--- src/hw/rtl/hfc_pkg.sv ---
// ----------------------------------------------------------------------------
// hfc_pkg
// Shared types and constants for the half/single float converter.
// ----------------------------------------------------------------------------
package hfc_pkg;

  localparam int unsigned DataW = 32;

  typedef enum logic {
    FUNC_S2H = 1'b0,
    FUNC_H2S = 1'b1
  } func_t;

  localparam logic [7:0]  ExpTiny     = 8'd103;
  localparam logic [7:0]  ExpHuge     = 8'd142;
  localparam logic [7:0]  ExpDenMax   = 8'd112;
  localparam logic [7:0]  ExpSpecial  = 8'd255;
  localparam logic [31:0] QuietNan32  = 32'h7FC0_0000;
  localparam logic [31:0] Inf32       = 32'h7F80_0000;
  localparam logic [14:0] Inf16       = 15'h7C00;

endpackage

--- src/hw/rtl/half_float_converter.sv ---
// ----------------------------------------------------------------------------
// half_float_converter
// Converts single to half or half to single bit patterns, one per cycle.
// ----------------------------------------------------------------------------
// A transaction is taken whenever start is high; busy is always low. The
// result appears on converted with done high for one cycle. Three register
// stages (decode, shift and round, pack) let a new transaction enter every
// cycle; the receiver cannot stall the pipeline.
module half_float_converter (
  input  logic                     clk,
  input  logic                     rst,
  input  logic                     start,
  output logic                     busy,
  input  logic                     func,
  input  logic [hfc_pkg::DataW-1:0] operand,
  output logic                     done,
  output logic [hfc_pkg::DataW-1:0] converted
);
  import hfc_pkg::*;

  // stage 1: decode
  logic        v1;
  logic        f1;
  logic        s1;
  logic [7:0]  e1;
  logic [22:0] m1;
  logic [3:0]  sh1;     // denormal shift amount (114 - e), 2..11
  logic [3:0]  lz1;     // half denormal msb position
  logic [1:0]  cls1;    // class code

  localparam logic [1:0] ClsZero = 2'd0;
  localparam logic [1:0] ClsSpec = 2'd1;
  localparam logic [1:0] ClsDen  = 2'd2;
  localparam logic [1:0] ClsNorm = 2'd3;

  logic [1:0]  cls_next;
  logic [3:0]  lz_next;
  logic [7:0]  sh_full;

  always_comb begin
    lz_next = 4'd0;
    for (int i = 0; i < 10; i++) begin
      if (operand[i]) lz_next = 4'(i);
    end
    sh_full = 8'd114 - operand[30:23];
    if (func == FUNC_S2H) begin
      if (operand[30:23] < ExpTiny) cls_next = ClsZero;
      else if (operand[30:23] > ExpHuge) cls_next = ClsSpec;
      else if (operand[30:23] <= ExpDenMax) cls_next = ClsDen;
      else cls_next = ClsNorm;
    end else begin
      if (operand[14:10] == 5'h1F) cls_next = ClsSpec;
      else if (operand[14:10] != 5'd0) cls_next = ClsNorm;
      else if (operand[9:0] == 10'd0) cls_next = ClsZero;
      else cls_next = ClsDen;
    end
  end

  always_ff @(posedge clk) begin
    if (rst) begin
      v1 <= 1'b0;
    end else begin
      v1 <= start;
    end
    f1   <= func;
    s1   <= (func == FUNC_S2H) ? operand[31] : operand[15];
    e1   <= (func == FUNC_S2H) ? operand[30:23] : {3'd0, operand[14:10]};
    m1   <= (func == FUNC_S2H) ? operand[22:0] : {13'd0, operand[9:0]};
    sh1  <= sh_full[3:0];
    lz1  <= lz_next;
    cls1 <= cls_next;
  end

  // stage 2: shift and round
  logic        v2;
  logic        f2;
  logic        s2;
  logic [1:0]  cls2;
  logic [14:0] h2;      // magnitude before rounding increment
  logic        r2;      // rounding increment
  logic [30:0] w2;      // single magnitude
  logic        nan2;

  logic [11:0] big;
  logic [11:0] den_q;
  logic [11:0] den_r;
  logic [22:0] hm_sh;
  logic [14:0] h2_next;
  logic        r2_next;
  logic [30:0] w2_next;
  logic        nan_next;

  always_comb begin
    big   = {1'b1, m1[22:12]};
    den_q = big >> sh1;
    den_r = big >> (sh1 - 4'd1);
    hm_sh = m1 << (5'd23 - {1'b0, lz1});
    h2_next = 15'd0;
    r2_next = 1'b0;
    w2_next = 31'd0;
    // for single to half, nan only when exponent is all ones
    nan_next = (f1 == FUNC_S2H) ? ((e1 == ExpSpecial) && (m1 != 23'd0)) : (m1 != 23'd0);
    if (f1 == FUNC_S2H) begin
      case (cls1)
        ClsDen: begin
          h2_next = {3'd0, den_q};
          r2_next = den_r[0];
        end
        ClsNorm: begin
          h2_next = {5'(e1 - ExpDenMax), m1[22:13]};
          r2_next = m1[12];
        end
        default: begin
          h2_next = 15'd0;
        end
      endcase
    end else begin
      case (cls1)
        ClsNorm: w2_next = {8'(e1 + 8'd112), m1[9:0], 13'd0};
        ClsDen:  w2_next = {8'({4'd0, lz1} + 8'd103), hm_sh};
        default: w2_next = 31'd0;
      endcase
    end
  end

  always_ff @(posedge clk) begin
    if (rst) begin
      v2 <= 1'b0;
    end else begin
      v2 <= v1;
    end
    f2   <= f1;
    s2   <= s1;
    cls2 <= cls1;
    nan2 <= nan_next;
    h2   <= h2_next;
    r2   <= r2_next;
    w2   <= w2_next;
  end

  // stage 3: pack
  logic        v3;
  logic        f3q;
  logic [31:0] res3;
  logic [31:0] res_next;
  logic [14:0] hsum;

  always_comb begin
    hsum = h2 + {14'd0, r2};
    if (f2 == FUNC_S2H) begin
      case (cls2)
        ClsZero: res_next = {16'd0, s2, 15'd0};
        ClsSpec: res_next = {16'd0, s2, Inf16[14:1], nan2};
        default: res_next = {16'd0, s2, hsum};
      endcase
    end else begin
      case (cls2)
        ClsZero: res_next = {s2, 31'd0};
        ClsSpec: res_next = nan2 ? QuietNan32 : {s2, Inf32[30:0]};
        default: res_next = {s2, w2};
      endcase
    end
  end

  always_ff @(posedge clk) begin
    if (rst) begin
      v3 <= 1'b0;
    end else begin
      v3 <= v2;
    end
    f3q  <= f2;
    res3 <= res_next;
  end

  assign busy      = 1'b0;
  assign done      = v3;
  assign converted = res3;

`ifndef NO_ASSERTIONS
  a_lat: assert property (@(posedge clk) disable iff (rst)
    start |=> ##2 done) else $error("done missing three cycles after start");
  a_nostray: assert property (@(posedge clk) disable iff (rst)
    done |-> $past(start, 3)) else $error("done without a transaction");
  a_hi_zero: assert property (@(posedge clk) disable iff (rst)
    (done && !f3q) |-> (converted[31:16] == 16'd0))
    else $error("half result has upper bits set");
`endif

endmodule

--- config.mk ---
export PLATFORM = sky130hd
export DESIGN_NAME = half_float_converter
export DESIGN_NICKNAME = d
export VERILOG_FILES = /design/src/hw/rtl/hfc_pkg.sv /design/src/hw/rtl/half_float_converter.sv
export SDC_FILE = /design/constraint.sdc
export NUM_CORES = 1
export LEC_CHECK = 0
export ABC_AREA = 1
export BUFFER_PORTS_ARGS = -buffer_cell sky130_fd_sc_hd__buf_2
export CAP_MARGIN = 20
export CORE_ASPECT_RATIO = 0.8
export CORE_UTILIZATION = 40
export CTS_BUF_LIST = sky130_fd_sc_hd__clkbuf_2 sky130_fd_sc_hd__clkbuf_4 sky130_fd_sc_hd__clkbuf_8
export DETAILED_ROUTE_END_ITERATION = 7
export PLACE_DENSITY = 0.65
export SLEW_MARGIN = 40
export SYNTH_ARGS = -nofsm -noshare
export SYNTH_HDL_FRONTEND = slang
export SYNTH_SLANG_ARGS = --single-unit
--- constraint.sdc ---
create_clock -name clk -period 2 [get_ports clk]
set_clock_uncertainty 0.15 [all_clocks]
set_input_delay 0.2 -clock clk [delete_from_list [all_inputs] [get_ports clk]]
set_output_delay 0.2 -clock clk [all_outputs]
set_load 0.01 [all_outputs]
==> impl_metrics.json, run 1 <==
{
  "post-synth-top-count-cell": "nand2_1",
  "fin_tns_setup_ps": 0,
  "power.switching_mw": 1.61,
  "syn-cell-area_mm2": 0.00552,
  "drt-pass1-iter-count": 5,
  "cts_buffers": 17,
  "htreeDepth": 4,
  "synth_edf_count": 0,
  "power_mw": 5.72,
  "stdcell_area_mm2": 0.00678,
  "power.internal_mw": 4.11,
  "clk_pin_slew_ps": 80,
  "async_flop_share_pct": 0,
  "ys.flop_type": "dfxtp_1",
  "endpoint": "converted[8]$_DFF_P_",
  "cts_max_path_buffers": 2,
  "cp_max_fo": 4,
  "chipWidth_um": 133,
  "grt_pass1_vias": 4634,
  "io_buffers": 68,
  "avgViaCountPerCell": 4.89,
  "r2r_slack_ps": 400,
  "clk_latency_ps": 430,
  "clock-sinks": 130,
  "switching_share_pct": 28.2,
  "cts_setup_buffers": 0,
  "final_nets": 915,
  "place_congestion": 0.944,
  "synthTopCellsByArea": "dfxtp_1, nand2_1, nand3_1, inv_1, nor2_1",
  "peakVddDrop_mv": 0.433,
  "reg2reg_from": "h2[0]$_SDFF_PP0_",
  "required_ps": 2170,
  "start_kind": "flip-flop",
  "io-pin-count": 70,
  "vias": 5167,
  "p_clk_share_pct": 35.9,
  "post_synth.cell_area_avg_um2": 7.37,
  "diodes": 0,
  "crit_top_cell": "ha_1",
  "r2r-end": "converted[8]$_DFF_P_",
  "dp_hpwl_um": 10200,
  "timing.hold.ws_ps": 248,
  "ys_types": 41,
  "yosys_warnings": 0,
  "cts_hold_buffers": 35,
  "met2WireLength_um": 5440,
  "start_util_pct": 41.9,
  "highest_layer": "met4",
  "grt_use_total_pct": 20.6,
  "placed_cell_area_mm2": 0.00606,
  "syn_to_final_growth_pct": 22.9,
  "status": "complete, no violations",
  "arrival_ps": 1770,
  "core_area_mm2": 0.0131,
  "leakagePower_nw": 3.25,
  "row_count": 37,
  "yosys.area.top_type": "dfxtp_1",
  "cts_tree": "built",
  "die_h_um": 107,
  "pwr-share-seq_pct": 50.0,
  "timing.fmax_mhz": 624,
  "hp-class": "reg2reg",
  "yosys-top-cells-count": "nand2_1, dfxtp_1, nand3_1",
  "drcViolationCount": 0,
  "worst_path_max_delay_cell": "dfxtp_1",
  "yosys_register_bits": 130,
  "endpoint_kind": "flip-flop",
  "wl_met3_um": 1160,
  "critPathLaunch": "h2[0]$_SDFF_PP0_",
  "setup_violations": 0,
  "p_comb_share_pct": 14.1,
  "layout-drive-gt1-share_pct": 16.8,
  "slowest_delay_ps": 310,
  "grt_overflow": 0,
  "hold_viol": 0,
  "antenna_found_initial": 0,
  "grt_first_pass_wirelength_um": 23000,
  "syn_inst": 748,
  "post_cts_resized": 0,
  "ys_seq_area_share_pct": 47.2,
  "wire_per_inst_um": 13.2,
  "drtIter0Drc": 583,
  "grt_start_max_net_pins": 24,
  "final_max_slew_viol_count": 0,
  "period_minus_slack_ps": 1600,
  "antenna_left": 0,
  "rsz0062_at_grt": "false",
  "cap_violations": 0,
  "path_class": "reg2reg",
  "crit_chain": "ha_1, ha_1, nand2_1, nand3b_1, nor2_2, xor2_1, o21ai_0",
  "synth_top_area_share_pct": 47.2,
  "post-route-util_pct": 51.5,
  "drt_wl_total_um": 13900,
  "die_area_mm2": 0.0143,
  "r2r_cells": 7,
  "root_buffer": "clkbuf_8",
  "fin_crit_sh_pct": 80.2,
  "p_per_area_mw_per_mm2": 844,
  "wl_met1_um": 7200
}
-- area by class of cell --
cell class              count  area, µm²
inverters                  82        313
clock buffers              20        263
flip-flops and latches    130       2600
repair buffers            117        796
fillers                  1297       6370
well taps                 175        219
clock inverters            11        104
multi-input cells         522       2480
-- state kept, by name (all words and copies together), names as in the netlist, 2 cells and up --
register   flops
converted     32
cls1           2
h2            15
cls2           2
w2            31
e1             8
sh1            4
lz1            4
m1            23
-- cells in the final DEF (no fill, tap or decap), types with 5 or more instances in the layout --
cell type      count
nand2_1          209
dfxtp_1          130
nand3_1           99
buf_2             68
inv_1             66
nor2_1            60
dlygate4sd3_1     35
a21oi_1           30
o21ai_0           22
clkbuf_8          18
buf_4             14
inv_2             12
nor3_1            11
nand2_2            9
ha_1               9
conb_1             9
o211ai_1           8
nand4_1            8
o21ai_1            7
xor2_1             5
nor2_2             5
nor4_1             5
-- worst min path at each step --
stage	depth (start not counted)	end	startpoint
detailed placement	1	m1[8]$_DFF_P_	operand[8]
finish	0	s2$_DFF_P_	s1$_DFF_P_
CTS	0	s2$_DFF_P_	s1$_DFF_P_
global placement	1	m1[0]$_DFF_P_	operand[0]
floorplan	0	f1$_DFF_P_	func
global route	0	s2$_DFF_P_	s1$_DFF_P_
-- power by group through the flow --
stage / combinational [mW] / clock, mW / sequential [mW]
final: 0.804 / 2.05 / 2.86
after global routing: 0.908 / 2.21 / 2.88
after CTS: 0.790 / 2.10 / 2.86
after detailed placement: 0.737 / 0 / 2.92
after global placement: 0.742 / 0 / 2.92
after floorplan: 0.506 / 0 / 2.90
-- through the flow --
step	setup WS, ps	std cells
finish	397	1057
floorplan	346	756
CTS	397	1057
global placement	428	991
detailed placement	393	991
global route	253	1057
-- layer usage --
metal | vias up | GRT usage, %
li1 | 2659 | -
met1 | 2234 | 31.0
met2 | 261 | 28.3
met3 | 13 | 3.97
met4 | 0 | 8.20
met5 | - | 0
-- worst max-delay path, delay by kind of cell (launching register included) --
kind	cells	cell delay [ps]
adder cells (fa/ha/maj)	2	330
flip-flops	1	310
XOR/XNOR	1	150
AO/OA/AOI/OAI	1	80
AND/OR/NAND/NOR	3	480
-- kinds of logic (layout without fill, tap and decap cells) --
| group | after synthesis | count (layout) | synth area share, % |
|---|---|---|---|
| xor gates and xnor gates | 6 | 6 | 0.953 |
| DFF | 130 | 130 | 47.2 |
| adders and majority gates | 9 | 9 | 2.04 |
| buffers and inverters | 104 | 230 | 8.39 |
| and+or+nand+nor | 418 | 418 | 33.1 |
| other | 1 | 9 | 0.0680 |
| muxes | 1 | 1 | 0.181 |
| AOI/OAI and AO/OA | 79 | 79 | 8.05 |
(Power assumes the default switching activity.)
==> run 2, diff against run 1 <==
==> constraint.sdc (replaced) <==
create_clock -name clk -period 1.7 [get_ports clk]
set_clock_uncertainty 0.15 [all_clocks]
set_input_delay 0.17 -clock clk [delete_from_list [all_inputs] [get_ports clk]]
set_output_delay 0.17 -clock clk [all_outputs]
set_load 0.01 [all_outputs]
==> run 2 against run 1 <==
Against the previous run:
- critical path type is now in2reg
- wire length grew 1.6%
- critical endpoint is now e1[3]$_DFF_P_
- non-clock buffer count grew 15
- final cell count grew 1.4%
- global-route usage grew 0.32 points
- combinational power grew 24%
- via count is essentially flat
- sequential share of layout area shrank 1.3 points
- worst setup slack lost 340 ps
- first-iteration DRC count shrank 18%
- hold slack lost 23 ps
- register-to-register slack lost 290 ps
==> impl_metrics.json, run 2 (synthesized netlist as in run 1, its figures left out) <==
{
  "status": "complete, no violations",
  "placed_cells_incl_taps": 995,
  "fin_tns_setup_ps": 0,
  "cap_violations": 0,
  "reg2reg_from": "r2$_SDFF_PP0_",
  "min_path_cells": 0,
  "cts_max_path_buffers": 2,
  "power.switching_mw": 1.90,
  "avgViaCountPerCell": 4.82,
  "cts_setup_buffers": 0,
  "layout_common_cells": "nand2_1, dfxtp_1, nand3_1, buf_2, inv_1",
  "fillers": 1267,
  "final_max_slew_viol_count": 0,
  "start_util_pct": 41.9,
  "endpoint_kind": "flip-flop",
  "hold_end": "s2$_DFF_P_",
  "path_delay_family": "buffers and inverters",
  "row_count": 37,
  "grt_overflow": 0,
  "grt_pass1_vias": 4664,
  "io_buffers": 68,
  "p_per_area_mw_per_mm2": 997,
  "r2r-end": "converted[8]$_DFF_P_",
  "power.internal_mw": 5.08,
  "period_minus_slack_ps": 1640,
  "switching_share_pct": 27.2,
  "post-route-util_pct": 53.3,
  "diodes": 0,
  "clk_latency_ps": 440,
  "start_kind": "primary input",
  "drt_wl_total_um": 14200,
  "cts_tree": "built",
  "required_ps": 1870,
  "wire_per_inst_um": 13.2,
  "grt_first_pass_wirelength_um": 23200,
  "htreeDepth": 4,
  "io-pin-count": 70,
  "setup_ws_ps": 56.8,
  "pwr-share-seq_pct": 48.1,
  "grt_use_total_pct": 20.9,
  "largest_reg_flops": 32,
  "critPathLaunch": "func",
  "r2r_cells": 7,
  "setup_violations": 0,
  "cts_buffers": 17,
  "clk_pin_slew_ps": 70,
  "vias": 5162,
  "min_from": "s1$_DFF_P_",
  "drt-pass1-iter-count": 6,
  "antenna_left": 0,
  "drtIter0Drc": 476,
  "place_congestion": 0.899,
  "path_buf_inv": 4,
  "layout_commonest_cell": "nand2_1",
  "worst_path_max_delay_cell": "dlygate4sd3_1",
  "fin_crit_sh_pct": 96.7,
  "stdcell_area_mm2": 0.00701,
  "p_comb_share_pct": 14.2,
  "final_nets": 930,
  "cp_max_fo": 19,
  "rsz0062_at_grt": "false",
  "post-place-ws_ps": 71.0,
  "drcViolationCount": 0,
  "crit_top_cell": "dlygate4sd3_1",
  "finalNonFillerCells": 1072,
  "crit_chain": "dlygate4sd3_1, buf_2, buf_6, o21ai_0, dlygate4sd3_1",
  "arrival_ps": 1810,
  "chipWidth_um": 133,
  "peakVddDrop_mv": 0.545,
  "core_area_mm2": 0.0131,
  "r2r_slack_ps": 110,
  "slowest_delay_ps": 550,
  "antenna_found_initial": 0,
  "layout-drive-gt1-share_pct": 17.6,
  "leakagePower_nw": 3.34,
  "grt_start_max_net_pins": 23,
  "hp-class": "reg2reg",
  "placed_cell_area_mm2": 0.00609,
  "root_buffer": "clkbuf_8",
  "p_clk_share_pct": 37.7,
  "dp_hpwl_um": 10200,
  "die_h_um": 107,
  "timing.fmax_mhz": 609,
  "clock-sinks": 130,
  "hold_viol": 0,
  "path_class": "in2reg",
  "syn_to_final_growth_pct": 27.1,
  "die_area_mm2": 0.0143
}
-- run 2: changes by cell type in the layout (fill, tap and decap cells not counted), sizes merged --
| cell | change |
|---|---|
| inv | -1 |
| dlygate4sd3 | +11 |
| buf | +4 |
| clkbuf | +1 |
| clkinv | -1 |
| bufinv | +1 |
-- run 2: area by class of cell --
| cell class | instances | area, µm² | area share (%) |
|---|---|---|---|
| multi-input cells | 522 | 2520 | 36.0 |
| clock buffers | 21 | 283 | 4.03 |
| clock inverters | 10 | 124 | 1.77 |
| well taps | 175 | 219 | 3.12 |
| flip-flops and latches | 130 | 2600 | 37.1 |
| repair buffers | 132 | 943 | 13.5 |
| inverters | 82 | 313 | 4.46 |
-- run 2: stage by stage --
stage	power, mW	hold slack (ps)
final	6.99	226
after CTS	7.02	201
after global routing	7.32	228
after floorplan	4.00	47.7
after detailed placement	4.31	138
after global placement	4.30	139
-- run 2: how the worst max path moves through the flow --
stage | endpoint | cells past startpoint | slack (ps)
after floorplan | r2$_SDFF_PP0_ | 8 | 50
after global placement | converted[8]$_DFF_P_ | 7 | 140
after detailed placement | converted[8]$_DFF_P_ | 7 | 70
after CTS | e1[3]$_DFF_P_ | 5 | 50
after global routing | converted[8]$_DFF_P_ | 7 | 2
final | e1[3]$_DFF_P_ | 5 | 60
-- run 2: repair_timing --
action,CTS,global route
setup endpoints to repair,0,8
resized for setup,0,10
hold buffers,46,0
hold endpoints to repair,45,0
-- run 2: power groups by stage --
stage               registers, mW  clock network [mW]  logic [mW]
floorplan                    3.41                   0       0.595
global placement             3.42                   0       0.878
detailed placement           3.43                   0       0.880
CTS                          3.36                2.70       0.965
global route                 3.38                2.82        1.12
finish                       3.36                2.63       0.994
-- run 2: layer usage --
| layer | track usage [%] | wire length [µm] | vias to the layer above |
|---|---|---|---|
| met5 | 0 | 0 | - |
| met4 | 6.09 | 97 | 0 |
| met3 | 4.68 | 915 | 8 |
| met2 | 30.4 | 5940 | 197 |
| met1 | 30.6 | 7210 | 2280 |
| li1 | - | - | 2677 |
